### src/hdl/vertex_normal_accumulator_assert.svh
// ----------------------------------------------------------------------------
// vertex normal accumulator assertion macros
// shared checks, written in modules that have clk_i and rst_ni in scope
// ----------------------------------------------------------------------------
`ifndef VERTEX_NORMAL_ACCUMULATOR_ASSERT_SVH
`define VERTEX_NORMAL_ACCUMULATOR_ASSERT_SVH

// same-cycle implication
`define VNA_ASSERT_IMP(lbl, ante, cons) \
  lbl: assert property (@(posedge clk_i) disable iff (!rst_ni) (ante) |-> (cons)) \
    else $error("vertex normal accumulator check failed");

// next-cycle implication
`define VNA_ASSERT_NXT(lbl, ante, cons) \
  lbl: assert property (@(posedge clk_i) disable iff (!rst_ni) (ante) |=> (cons)) \
    else $error("vertex normal accumulator check failed");

`endif

### src/hdl/vna_pkg.sv
// ----------------------------------------------------------------------------
// vna_pkg
// shared constants, action codes and controller/datapath interface types
// ----------------------------------------------------------------------------
package vna_pkg;

  localparam int unsigned VertexCountDef = 1024;
  localparam int unsigned SumWidthDef    = 24;

  localparam int unsigned IDX_W = 10;
  localparam int unsigned POS_W = 32;
  localparam int unsigned NRM_W = 16;
  localparam int unsigned CNT_W = 5;

  localparam logic [1:0] ACT_WRITE = 2'd0;
  localparam logic [1:0] ACT_TRI   = 2'd1;
  localparam logic [1:0] ACT_READ  = 2'd2;

  localparam logic [1:0] CORNER_A = 2'd0;
  localparam logic [1:0] CORNER_B = 2'd1;
  localparam logic [1:0] CORNER_C = 2'd2;

  typedef struct packed {
    logic       cap_in;
    logic       wr_vertex;
    logic       pos_rd;
    logic [1:0] rd_corner;
    logic       pos_cap;
    logic [1:0] cap_corner;
    logic       mul_en;
    logic [2:0] mul_step;
    logic       nrm_ld_cross;
    logic       nrm_ld_sum;
    logic       nrm_shift;
    logic       sq_clr;
    logic       sq_en;
    logic [1:0] sq_idx;
    logic       sqrt_init;
    logic       sqrt_step;
    logic       div_init;
    logic       div_step;
    logic       sum_rd;
    logic       sum_wr;
    logic [1:0] sum_corner;
    logic       out_fire;
    logic       out_zero;
  } vna_cmd_t;

  typedef struct packed {
    logic [1:0] act;
    logic       a_ok;
    logic       tri_ok;
    logic       m_zero;
    logic       nrm_big;
    logic       nrm_small;
  } vna_sts_t;

endpackage

### src/hdl/vna_ctrl.sv
// ----------------------------------------------------------------------------
// vna_ctrl
// sequencer for write, triangle and read items
// ----------------------------------------------------------------------------
`include "vertex_normal_accumulator_assert.svh"

module vna_ctrl (
  input  logic              clk_i,
  input  logic              rst_ni,
  input  logic              start,
  output logic              busy,
  input  vna_pkg::vna_sts_t sts_i,
  output vna_pkg::vna_cmd_t cmd_o
);
  import vna_pkg::*;

  localparam logic [3:0] S_IDLE   = 4'd0;
  localparam logic [3:0] S_DECODE = 4'd1;
  localparam logic [3:0] S_POS    = 4'd2;
  localparam logic [3:0] S_MUL    = 4'd3;
  localparam logic [3:0] S_NLOAD  = 4'd4;
  localparam logic [3:0] S_SUMRD  = 4'd5;
  localparam logic [3:0] S_SUMLD  = 4'd6;
  localparam logic [3:0] S_NORM   = 4'd7;
  localparam logic [3:0] S_SQ     = 4'd8;
  localparam logic [3:0] S_SQRT_I = 4'd9;
  localparam logic [3:0] S_SQRT   = 4'd10;
  localparam logic [3:0] S_DIV_I  = 4'd11;
  localparam logic [3:0] S_DIV    = 4'd12;
  localparam logic [3:0] S_OUT    = 4'd13;
  localparam logic [3:0] S_ACC_RD = 4'd14;
  localparam logic [3:0] S_ACC_WR = 4'd15;

  logic [3:0]       state_q, state_d;
  logic [CNT_W-1:0] cnt_q, cnt_d;
  logic             is_tri;

  assign is_tri = (sts_i.act == ACT_TRI);

  always_ff @(posedge clk_i or negedge rst_ni) begin
    if (!rst_ni) begin
      state_q <= S_IDLE;
      cnt_q   <= '0;
    end else begin
      state_q <= state_d;
      cnt_q   <= cnt_d;
    end
  end

  always_comb begin
    cmd_o   = '0;
    state_d = state_q;
    cnt_d   = cnt_q;
    case (state_q)
      S_IDLE: begin
        if (start) begin
          cmd_o.cap_in = 1'b1;
          state_d      = S_DECODE;
        end
      end
      S_DECODE: begin
        cnt_d = '0;
        case (sts_i.act)
          ACT_WRITE: begin
            cmd_o.wr_vertex = sts_i.a_ok;
            state_d         = S_IDLE;
          end
          ACT_TRI: begin
            state_d = sts_i.tri_ok ? S_POS : S_IDLE;
          end
          ACT_READ: begin
            if (sts_i.a_ok) begin
              state_d = S_SUMRD;
            end else begin
              cmd_o.out_fire = 1'b1;
              cmd_o.out_zero = 1'b1;
              state_d        = S_IDLE;
            end
          end
          default: state_d = S_IDLE;
        endcase
      end
      S_POS: begin
        // read corner n while capturing corner n-1
        cmd_o.pos_rd     = (cnt_q < CNT_W'(3));
        cmd_o.rd_corner  = cnt_q[1:0];
        cmd_o.pos_cap    = (cnt_q != '0);
        cmd_o.cap_corner = cnt_q[1:0] - 2'd1;
        if (cnt_q == CNT_W'(3)) begin
          cnt_d   = '0;
          state_d = S_MUL;
        end else begin
          cnt_d = cnt_q + 1'b1;
        end
      end
      S_MUL: begin
        cmd_o.mul_en   = (cnt_q < CNT_W'(6));
        cmd_o.mul_step = cnt_q[2:0];
        if (cnt_q == CNT_W'(6)) begin
          state_d = S_NLOAD;
        end else begin
          cnt_d = cnt_q + 1'b1;
        end
      end
      S_NLOAD: begin
        cmd_o.nrm_ld_cross = 1'b1;
        state_d            = S_NORM;
      end
      S_SUMRD: begin
        cmd_o.sum_rd     = 1'b1;
        cmd_o.sum_corner = CORNER_A;
        state_d          = S_SUMLD;
      end
      S_SUMLD: begin
        cmd_o.nrm_ld_sum = 1'b1;
        state_d          = S_NORM;
      end
      S_NORM: begin
        cnt_d = '0;
        if (sts_i.m_zero) begin
          // degenerate triangle adds nothing, zero read reports the flag
          cmd_o.out_fire = !is_tri;
          cmd_o.out_zero = 1'b1;
          state_d        = S_IDLE;
        end else if (sts_i.nrm_big || sts_i.nrm_small) begin
          cmd_o.nrm_shift = 1'b1;
        end else begin
          state_d = S_SQ;
        end
      end
      S_SQ: begin
        cmd_o.sq_clr = (cnt_q == '0);
        cmd_o.sq_en  = (cnt_q < CNT_W'(3));
        cmd_o.sq_idx = cnt_q[1:0];
        if (cnt_q == CNT_W'(3)) begin
          state_d = S_SQRT_I;
        end else begin
          cnt_d = cnt_q + 1'b1;
        end
      end
      S_SQRT_I: begin
        cmd_o.sqrt_init = 1'b1;
        cnt_d           = '0;
        state_d         = S_SQRT;
      end
      S_SQRT: begin
        cmd_o.sqrt_step = 1'b1;
        cnt_d           = cnt_q + 1'b1;
        if (cnt_q == CNT_W'(31)) begin
          state_d = S_DIV_I;
        end
      end
      S_DIV_I: begin
        cmd_o.div_init = 1'b1;
        cnt_d          = '0;
        state_d        = S_DIV;
      end
      S_DIV: begin
        cmd_o.div_step = 1'b1;
        if (cnt_q == CNT_W'(15)) begin
          cnt_d   = '0;
          state_d = is_tri ? S_ACC_RD : S_OUT;
        end else begin
          cnt_d = cnt_q + 1'b1;
        end
      end
      S_OUT: begin
        cmd_o.out_fire = 1'b1;
        state_d        = S_IDLE;
      end
      S_ACC_RD: begin
        cmd_o.sum_rd     = 1'b1;
        cmd_o.sum_corner = cnt_q[1:0];
        state_d          = S_ACC_WR;
      end
      S_ACC_WR: begin
        cmd_o.sum_wr     = 1'b1;
        cmd_o.sum_corner = cnt_q[1:0];
        if (cnt_q == CNT_W'(2)) begin
          state_d = S_IDLE;
        end else begin
          cnt_d   = cnt_q + 1'b1;
          state_d = S_ACC_RD;
        end
      end
      default: state_d = S_IDLE;
    endcase
  end

  assign busy = (state_q != S_IDLE);

  `VNA_ASSERT_NXT(a_accept_decodes, (state_q == S_IDLE) && start, state_q == S_DECODE)
  `VNA_ASSERT_IMP(a_fire_only_read, cmd_o.out_fire, sts_i.act == ACT_READ)
  `VNA_ASSERT_IMP(a_acc_only_tri, cmd_o.sum_wr, (sts_i.act == ACT_TRI) && sts_i.tri_ok)
  `VNA_ASSERT_IMP(a_norm_ready_sq, (state_q == S_SQ) && (cnt_q == '0),
                  !sts_i.nrm_big && !sts_i.nrm_small && !sts_i.m_zero)

endmodule
### config.mk
export PLATFORM = sky130hd
export DESIGN_NAME = vna_ctrl
export DESIGN_NICKNAME = d
export VERILOG_FILES = /design/src/hdl/vna_pkg.sv /design/src/hdl/vna_ctrl.sv
export VERILOG_INCLUDE_DIRS = /design/src /design/src/hdl
export SDC_FILE = /design/constraint.sdc
export NUM_CORES = 1
export LEC_CHECK = 0
export BUFFER_PORTS_ARGS = -buffer_cell sky130_fd_sc_hd__buf_4
export CAP_MARGIN = 25
export CORE_UTILIZATION = 55
export CTS_BUF_LIST = sky130_fd_sc_hd__clkbuf_16
export DETAILED_ROUTE_END_ITERATION = 12
export MAX_ROUTING_LAYER = met4
export PLACE_DENSITY = 0.85
export SYNTH_ARGS = -nofsm -noshare
export SYNTH_HDL_FRONTEND = slang
export SYNTH_SLANG_ARGS = --single-unit
### constraint.sdc
create_clock -name clk_i -period 4.95 [get_ports clk_i]
set_clock_uncertainty 0.15 [all_clocks]
set_input_delay 0.495 -clock clk_i [delete_from_list [all_inputs] [get_ports clk_i]]
set_output_delay 0.495 -clock clk_i [all_outputs]
set_load 0.01 [all_outputs]
==> metrics.yaml, run 1 <==
outcome:
  status: "finished, final reports clean"
cells_and_area:
  area_growth_pct: 24.8
  stdcell_area_mm2: 0.00161
  fin_util_pct: 72.6
  antenna_cells: 0
  fin_nets: 216
  stdcell_count: 224
  drive_gt1_share_pct: 28.1
detailed_routing:
  wl_per_cell_um: 15.9
  drt_iter0_markers: 57
  drtAntennaViolNets: 0
  routed_via_density: 6.12
  firstDrtPassIters: 4
  vias: 1371
  drc: 0
  wirelength_um: 3560
clock_network:
  cts-root-buf: "clkbuf_16"
  path_clk_slew_ps: 40
  numClockSinks: 9
  clock_latency_ps: 230
  cts_buffers: 3
  cts_resized: 0
  clock_path_buffers: 2
  tritoncts: "yes"
  cts_max_level: 1
grt:
  grt_antenna_before_repair: 0
  globalRoute.totalOverflow: 0
  grt.total_usage_pct: 30.7
  grt_max_degree: 31
  grt_pass1_wl_um: 5820
  grt_pass1_vias: 1218
worst_setup_path:
  crit_type: "flop to primary output"
  required_ps: 4300
  startpoint: "state_q[1]"
  rr_startpoint: "state_q[1]"
  cp.arrival_ps: 2120
  critPathMaxFanout: 29
  critPathLaunchType: "flop"
  crit_path_end_kind: "primary output"
timing:
  final.setup.tns_ps: 0
  setup_viol: 0
  tightest_slew_ps: 792
  report.final.slew_viol_count: 0
  period_minus_slack_ps: 2770
  slew_headroom_pct: 47.2
  rsz0062_at_grt: "false"
  final_hold_viol_count: 0
  fmax_mhz: 361
  period_share_pct: 55.9
power_and_ir_drop:
  total_power_mw: 0.972
  ir_worst_vdd_mv: 0.597
  power_density_mw_per_mm2: 605
  cellLeakagePower_nw: 0.749
synthesis:
  synth_top_area_share_pct: 17.5
  async_flop_share_pct: 100
  synth_edf_count: 0
  synth_area_leaders: "dfrtp_1 (17%), ha_1 (8.7%), nor2_1 (7.0%)"
  syn-num-nets: 183
  yosysUniqueCellTypes: 55
  synth.avg_cell_area_um2: 7.85
  synth_ff_type: "dfrtp_1"
  syn_area_mm2: 0.00129
  yosysSeqAreaShare_pct: 17.5
  synth-seq-cells: 9
  synthCells: 164
  synth_common_cells: "nor2_1 (24), nand2_1 (13), o21ai_0 (10)"
  yosysWarnings: 0
  synth_largest_area_cell: "dfrtp_1"
  yosysMostFrequentCell: "nor2_1"
floorplan:
  initial_core_util_pct: 58.2
  rows: 17
  dieArea_mm2: 0.00254
  io_pins: 40
  fp.dieW_um: 50.4
  fp.dieH_um: 50.4
  core-area_mm2: 0.00221
placed_design:
  globalplace.congestion: 0.937
  dp_cells: 219
  dpl.hpwl_um: 2600
  io_buffers: 39
  place_area_mm2: 0.00152
min_path:
  hold_path_class: "primary input to asynchronous set/reset pin"
flow_run:
  maxCapViolCount: 0
## final timing paths
| check | to | cells after the start | slack (ps) |
|---|---|---|---|
| max | cmd_o[20] | 3 | 2180 |
| max in group asynchronous | state_q[1] | 2 | 4040 |
| max reg2reg | cnt_q[4] | 5 | 2470 |
| min reg2reg | cnt_q[1] | 1 | 500 |
| min in group clk_i | cnt_q[1] | 1 | 500 |
| min | cnt_q[3] | 2 | 470 |
## worst max-delay path, stage by stage, from the launching register on
cell       delay [ps]
dfrtp_1           840
nand4bb_1         310
a2111oi_0         530
buf_4             210
## through the flow
stage	hold WS (ps)	setup slack, ps
2_1_floorplan	49.4	2820
3_3_place_gp	174	2540
3_5_place_dp	176	2470
4_1_cts	474	2220
5_1_grt	482	1990
6_report	471	2180
## power by group
group	leakage [nW]	total [mW]	internal (mW)	switching (mW)
Combinational	0.595	0.579	0.270	0.308
Clock	0.0423	0.140	0.105	0.0343
Sequential	0.112	0.254	0.108	0.146
## cell families after synthesis
family,share of synthesized area [%]
buf+inv,9.91
mux,0.875
fa+ha+maj,8.75
compound gates,25.2
simple gates,37.8
flops,17.5
## final cells by class
class                      count  area, um^2
tap                           28        35.0
clock inverter                 1        3.75
multi-input combinational    135         935
clock buffer                   3        75.1
inverter                       8        30.0
fill                         173         606
sequential                     9         225
timing repair buffer          40         303
## per-layer routing
layer  global-route usage (%)  vias up  routed length [um]
met2                     50.7       45                1790
met1                     40.3      662                1570
li1                         -      664                   -
met5                        -        -                   0
met4                     3.24        0                   0
met3                     5.76        0                 200
## placed cells by master, fill, tap and decap left out, drive strengths merged, types with 3 or more instances in the layout
cell and n:
a21o 3, nand2b 5, inv 9, o211ai 3, a21oi 5, o21ai 10, nand2 13, clkbuf 3
nor3 4, dfrtp 9, nand3 5, and3 3, nor2b 4, and2 4, a31oi 3, buf 39
nor4b 3, ha 9, nor2 24
## sequential cells by signal (all words and copies together) (netlist names)
signal / flops
state_q: 4
cnt_q: 5
## timing repair
action	4_1_cts	5_1_grt
endpoints found under the hold margin	9	0
hold buffers	1	0
setup buffers	0	0
Power figures use the tool's default switching activity.
==> run 2: changes to the inputs <==
Settings changed: ABC_AREA set to 1, CORE_UTILIZATION 55 to 46, PLACE_DENSITY 0.85 to 0.76.
Clock period 4.95 ns to 2.45 ns, I/O delays scaled along.
==> run 2 against run 1 <==
  * Via count is 9.2% higher
  * Sequential share of layout area is 0.56 points lower
  * Synthesized area is 2.8% lower
  * Critical endpoint is now state_q[3]
  * Clock-buffer cell count stayed put
  * Worst hold slack worse by 250 ps
  * Worst setup slack worse by 1700 ps
  * Combinational power is 140% higher
  * Wire length is 7.6% lower
  * Register-to-register slack worse by 2000 ps
  * First-iteration DRC count is 16% higher
  * Synthesized cell count is 33% higher
  * Die area is 16% higher
==> metrics.yaml, run 2 <==
timing:
  slew_headroom_pct: 76.2
  final.setup.tns_ps: 0
  report.final.slew_viol_count: 0
  setup_viol: 0
  final_hold_viol_count: 0
  fmax_mhz: 504
  period_share_pct: 81.0
  rsz0062_at_grt: "false"
  tightest_slew_ps: 356
  period_minus_slack_ps: 1980
power_and_ir_drop:
  p_seq_share_pct: 16.2
  power.share.clock_pct: 14.1
  p_sw_share_pct: 53.4
  total_power_mw: 1.96
  ir_worst_vdd_mv: 0.912
  p_comb_share_pct: 69.7
  p_int_mw: 0.914
  p_switching_mw: 1.05
  cellLeakagePower_nw: 0.970
  power_density_mw_per_mm2: 1170
detailed_routing:
  drc: 0
  firstDrtPassIters: 4
  vias: 1497
  wl_per_cell_um: 11.3
  drt_iter0_markers: 66
  drtAntennaViolNets: 0
  routed_via_density: 5.13
  wirelength_um: 3290
clock_network:
  cts_max_level: 1
  numClockSinks: 9
  path_clk_slew_ps: 40
  tritoncts: "yes"
  cts-root-buf: "clkbuf_16"
  clock_latency_ps: 230
  cts_setup_buffers: 0
  cts_buffers: 3
  clock_path_buffers: 2
synthesis:
  synth-seq-cells: 9
  synth_adder_area_share_pct: 9.00
  yosysUniqueCellTypes: 25
  synth_largest_area_cell: "dfrtp_1"
  synth.avg_cell_area_um2: 5.74
  synth_xor_area_share_pct: 0.700
  yosysSeqAreaShare_pct: 18.0
  synth_compound_area_share_pct: 7.50
  syn-num-nets: 237
  yosysWarnings: 0
  syn_area_mm2: 0.00125
  synth_ff_type: "dfrtp_1"
  synthCells: 218
  synth_top_area_share_pct: 18.0
  synth_top_family_by_area: "simple AND/OR/NAND/NOR gates"
  synth_common_cells: "nand2_1 (58), nor2_1 (31), nand3_1 (27)"
  async_flop_share_pct: 100
  yosysMostFrequentCell: "nand2_1"
  synth_area_leaders: "dfrtp_1 (18%), nand2_1 (17%), nand3_1 (11%)"
  synth_mux_area_share_pct: 0
  synth_edf_count: 0
  synthSimpleGateAreaFrac_pct: 53.9
cells_and_area:
  fin_nets: 282
  antenna_cells: 0
  regMostFlops: "cnt_q"
  layout_common_cells: "nand2_1 (58), buf_4 (40), nor2_1 (31), inv_1 (27), nand3_1 (27)"
  area_growth_pct: 33.7
  fin_util_pct: 66.3
  drive_gt1_share_pct: 28.2
  largest_reg_flops: 5
  final_common_cell: "nand2_1"
  top_regs: "cnt_q: 5 flops, state_q: 4 flops"
placed_design:
  dpl.hpwl_um: 2700
  io_buffers: 39
  globalplace.congestion: 0.907
grt:
  grt_pass1_vias: 1180
  grt_max_degree: 11
  grt_antenna_before_repair: 0
  globalRoute.totalOverflow: 0
  grt.total_usage_pct: 25.2
  grt_pass1_wl_um: 5220
worst_setup_path:
  crit_type: "flop to flop"
  required_ps: 2420
  critPathLaunchType: "flop"
  worstPathCellList: "ha_1, inv_1, nor3_1, ha_1, o22ai_1, nor2_2, nand2_2, nand2_1, nand2_1"
  slowest_stage: "dfrtp_1"
  critical-path-top-delay-family: "simple AND/OR/NAND/NOR gates"
  worst-path-buf-inv: 1
  slowest_delay_ps: 410
  crit_path_end_kind: "flop"
  cp.arrival_ps: 1950
  critPathMaxFanout: 5
flow_run:
  maxCapViolCount: 0
floorplan:
  io_pins: 40
  dieArea_mm2: 0.00293
  initial_core_util_pct: 49.6
  rows: 18
  core-area_mm2: 0.00252
  fp.dieW_um: 54.2
  fp.dieH_um: 54.2
outcome:
  status: "finished, final reports clean"
min_path:
  hold_path_class: "primary input to asynchronous set/reset pin"
run 2: changes by cell type in the layout (fill, tap and decap cells not counted), sizes merged, moves of 5 or more:
cell,before,now
nor2,24,41
nand2b,5,0
inv,9,35
nand2,13,70
nand3,5,27
run 2: cells by family after synthesis:
kind of cell    count (synthesis)
fa+ha+maj                       9
xor+xnor                        1
compound gates                 16
flops                           9
buf+inv                        36
simple gates                  147
run 2: timing repair:
item                                   4_1_cts  5_1_grt
hold buffers                                 1        0
endpoints found under the hold margin        9        0
gates resized for setup                      0        0
run 2: routing by layer:
layer  track usage, %  wire length [um]  vias up
li1                 -                 -      773
met1             37.7              1680      664
met2             33.7              1360       54
met3             3.39               210        6
met4             8.55                44        0
met5                -                 0        -
run 2: worst paths after layout:
path / startpoint / end / slack [ps] / cells after the start
max: cnt_q[1] / state_q[3] / 470 / 9
min: rst_ni / state_q[3] / 230 / 2
max reg2reg: cnt_q[1] / state_q[3] / 470 / 9
min reg2reg: cnt_q[3] / cnt_q[3] / 420 / 2
max in group asynchronous: rst_ni / cnt_q[4] / 1800 / 2
min in group clk_i: sts_i[4] / state_q[2] / 300 / 5
run 2: power groups by stage:
stage                     clock [mW]  sequential (mW)  combinational, mW
final                          0.275            0.318               1.37
after global routing           0.292            0.330               1.56
after CTS                      0.281            0.315               1.37
after detailed placement           0            0.316               1.35
after global placement             0            0.315               1.35
after floorplan                    0            0.278               1.00
run 2: per-stage QoR:
step | cell area, um^2 | std cells | setup slack (ps) | hold slack (ps)
after floorplan | 1250 | 218 | 674 | -201
after global placement | 1580 | 287 | 559 | -78.4
after detailed placement | 1580 | 287 | 475 | -78.5
after CTS | 1670 | 292 | 460 | 222
after global routing | 1670 | 292 | 227 | 237
final | 1670 | 292 | 466 | 225
run 2: area by class of cell:
cell class | instances | area, um^2
multi-input combinational | 173 | 890
tap | 30 | 37.5
clock inverter | 1 | 3.75
fill | 245 | 850
inverter | 35 | 131
timing repair buffer | 41 | 310
sequential | 9 | 225
clock buffer | 3 | 75.1
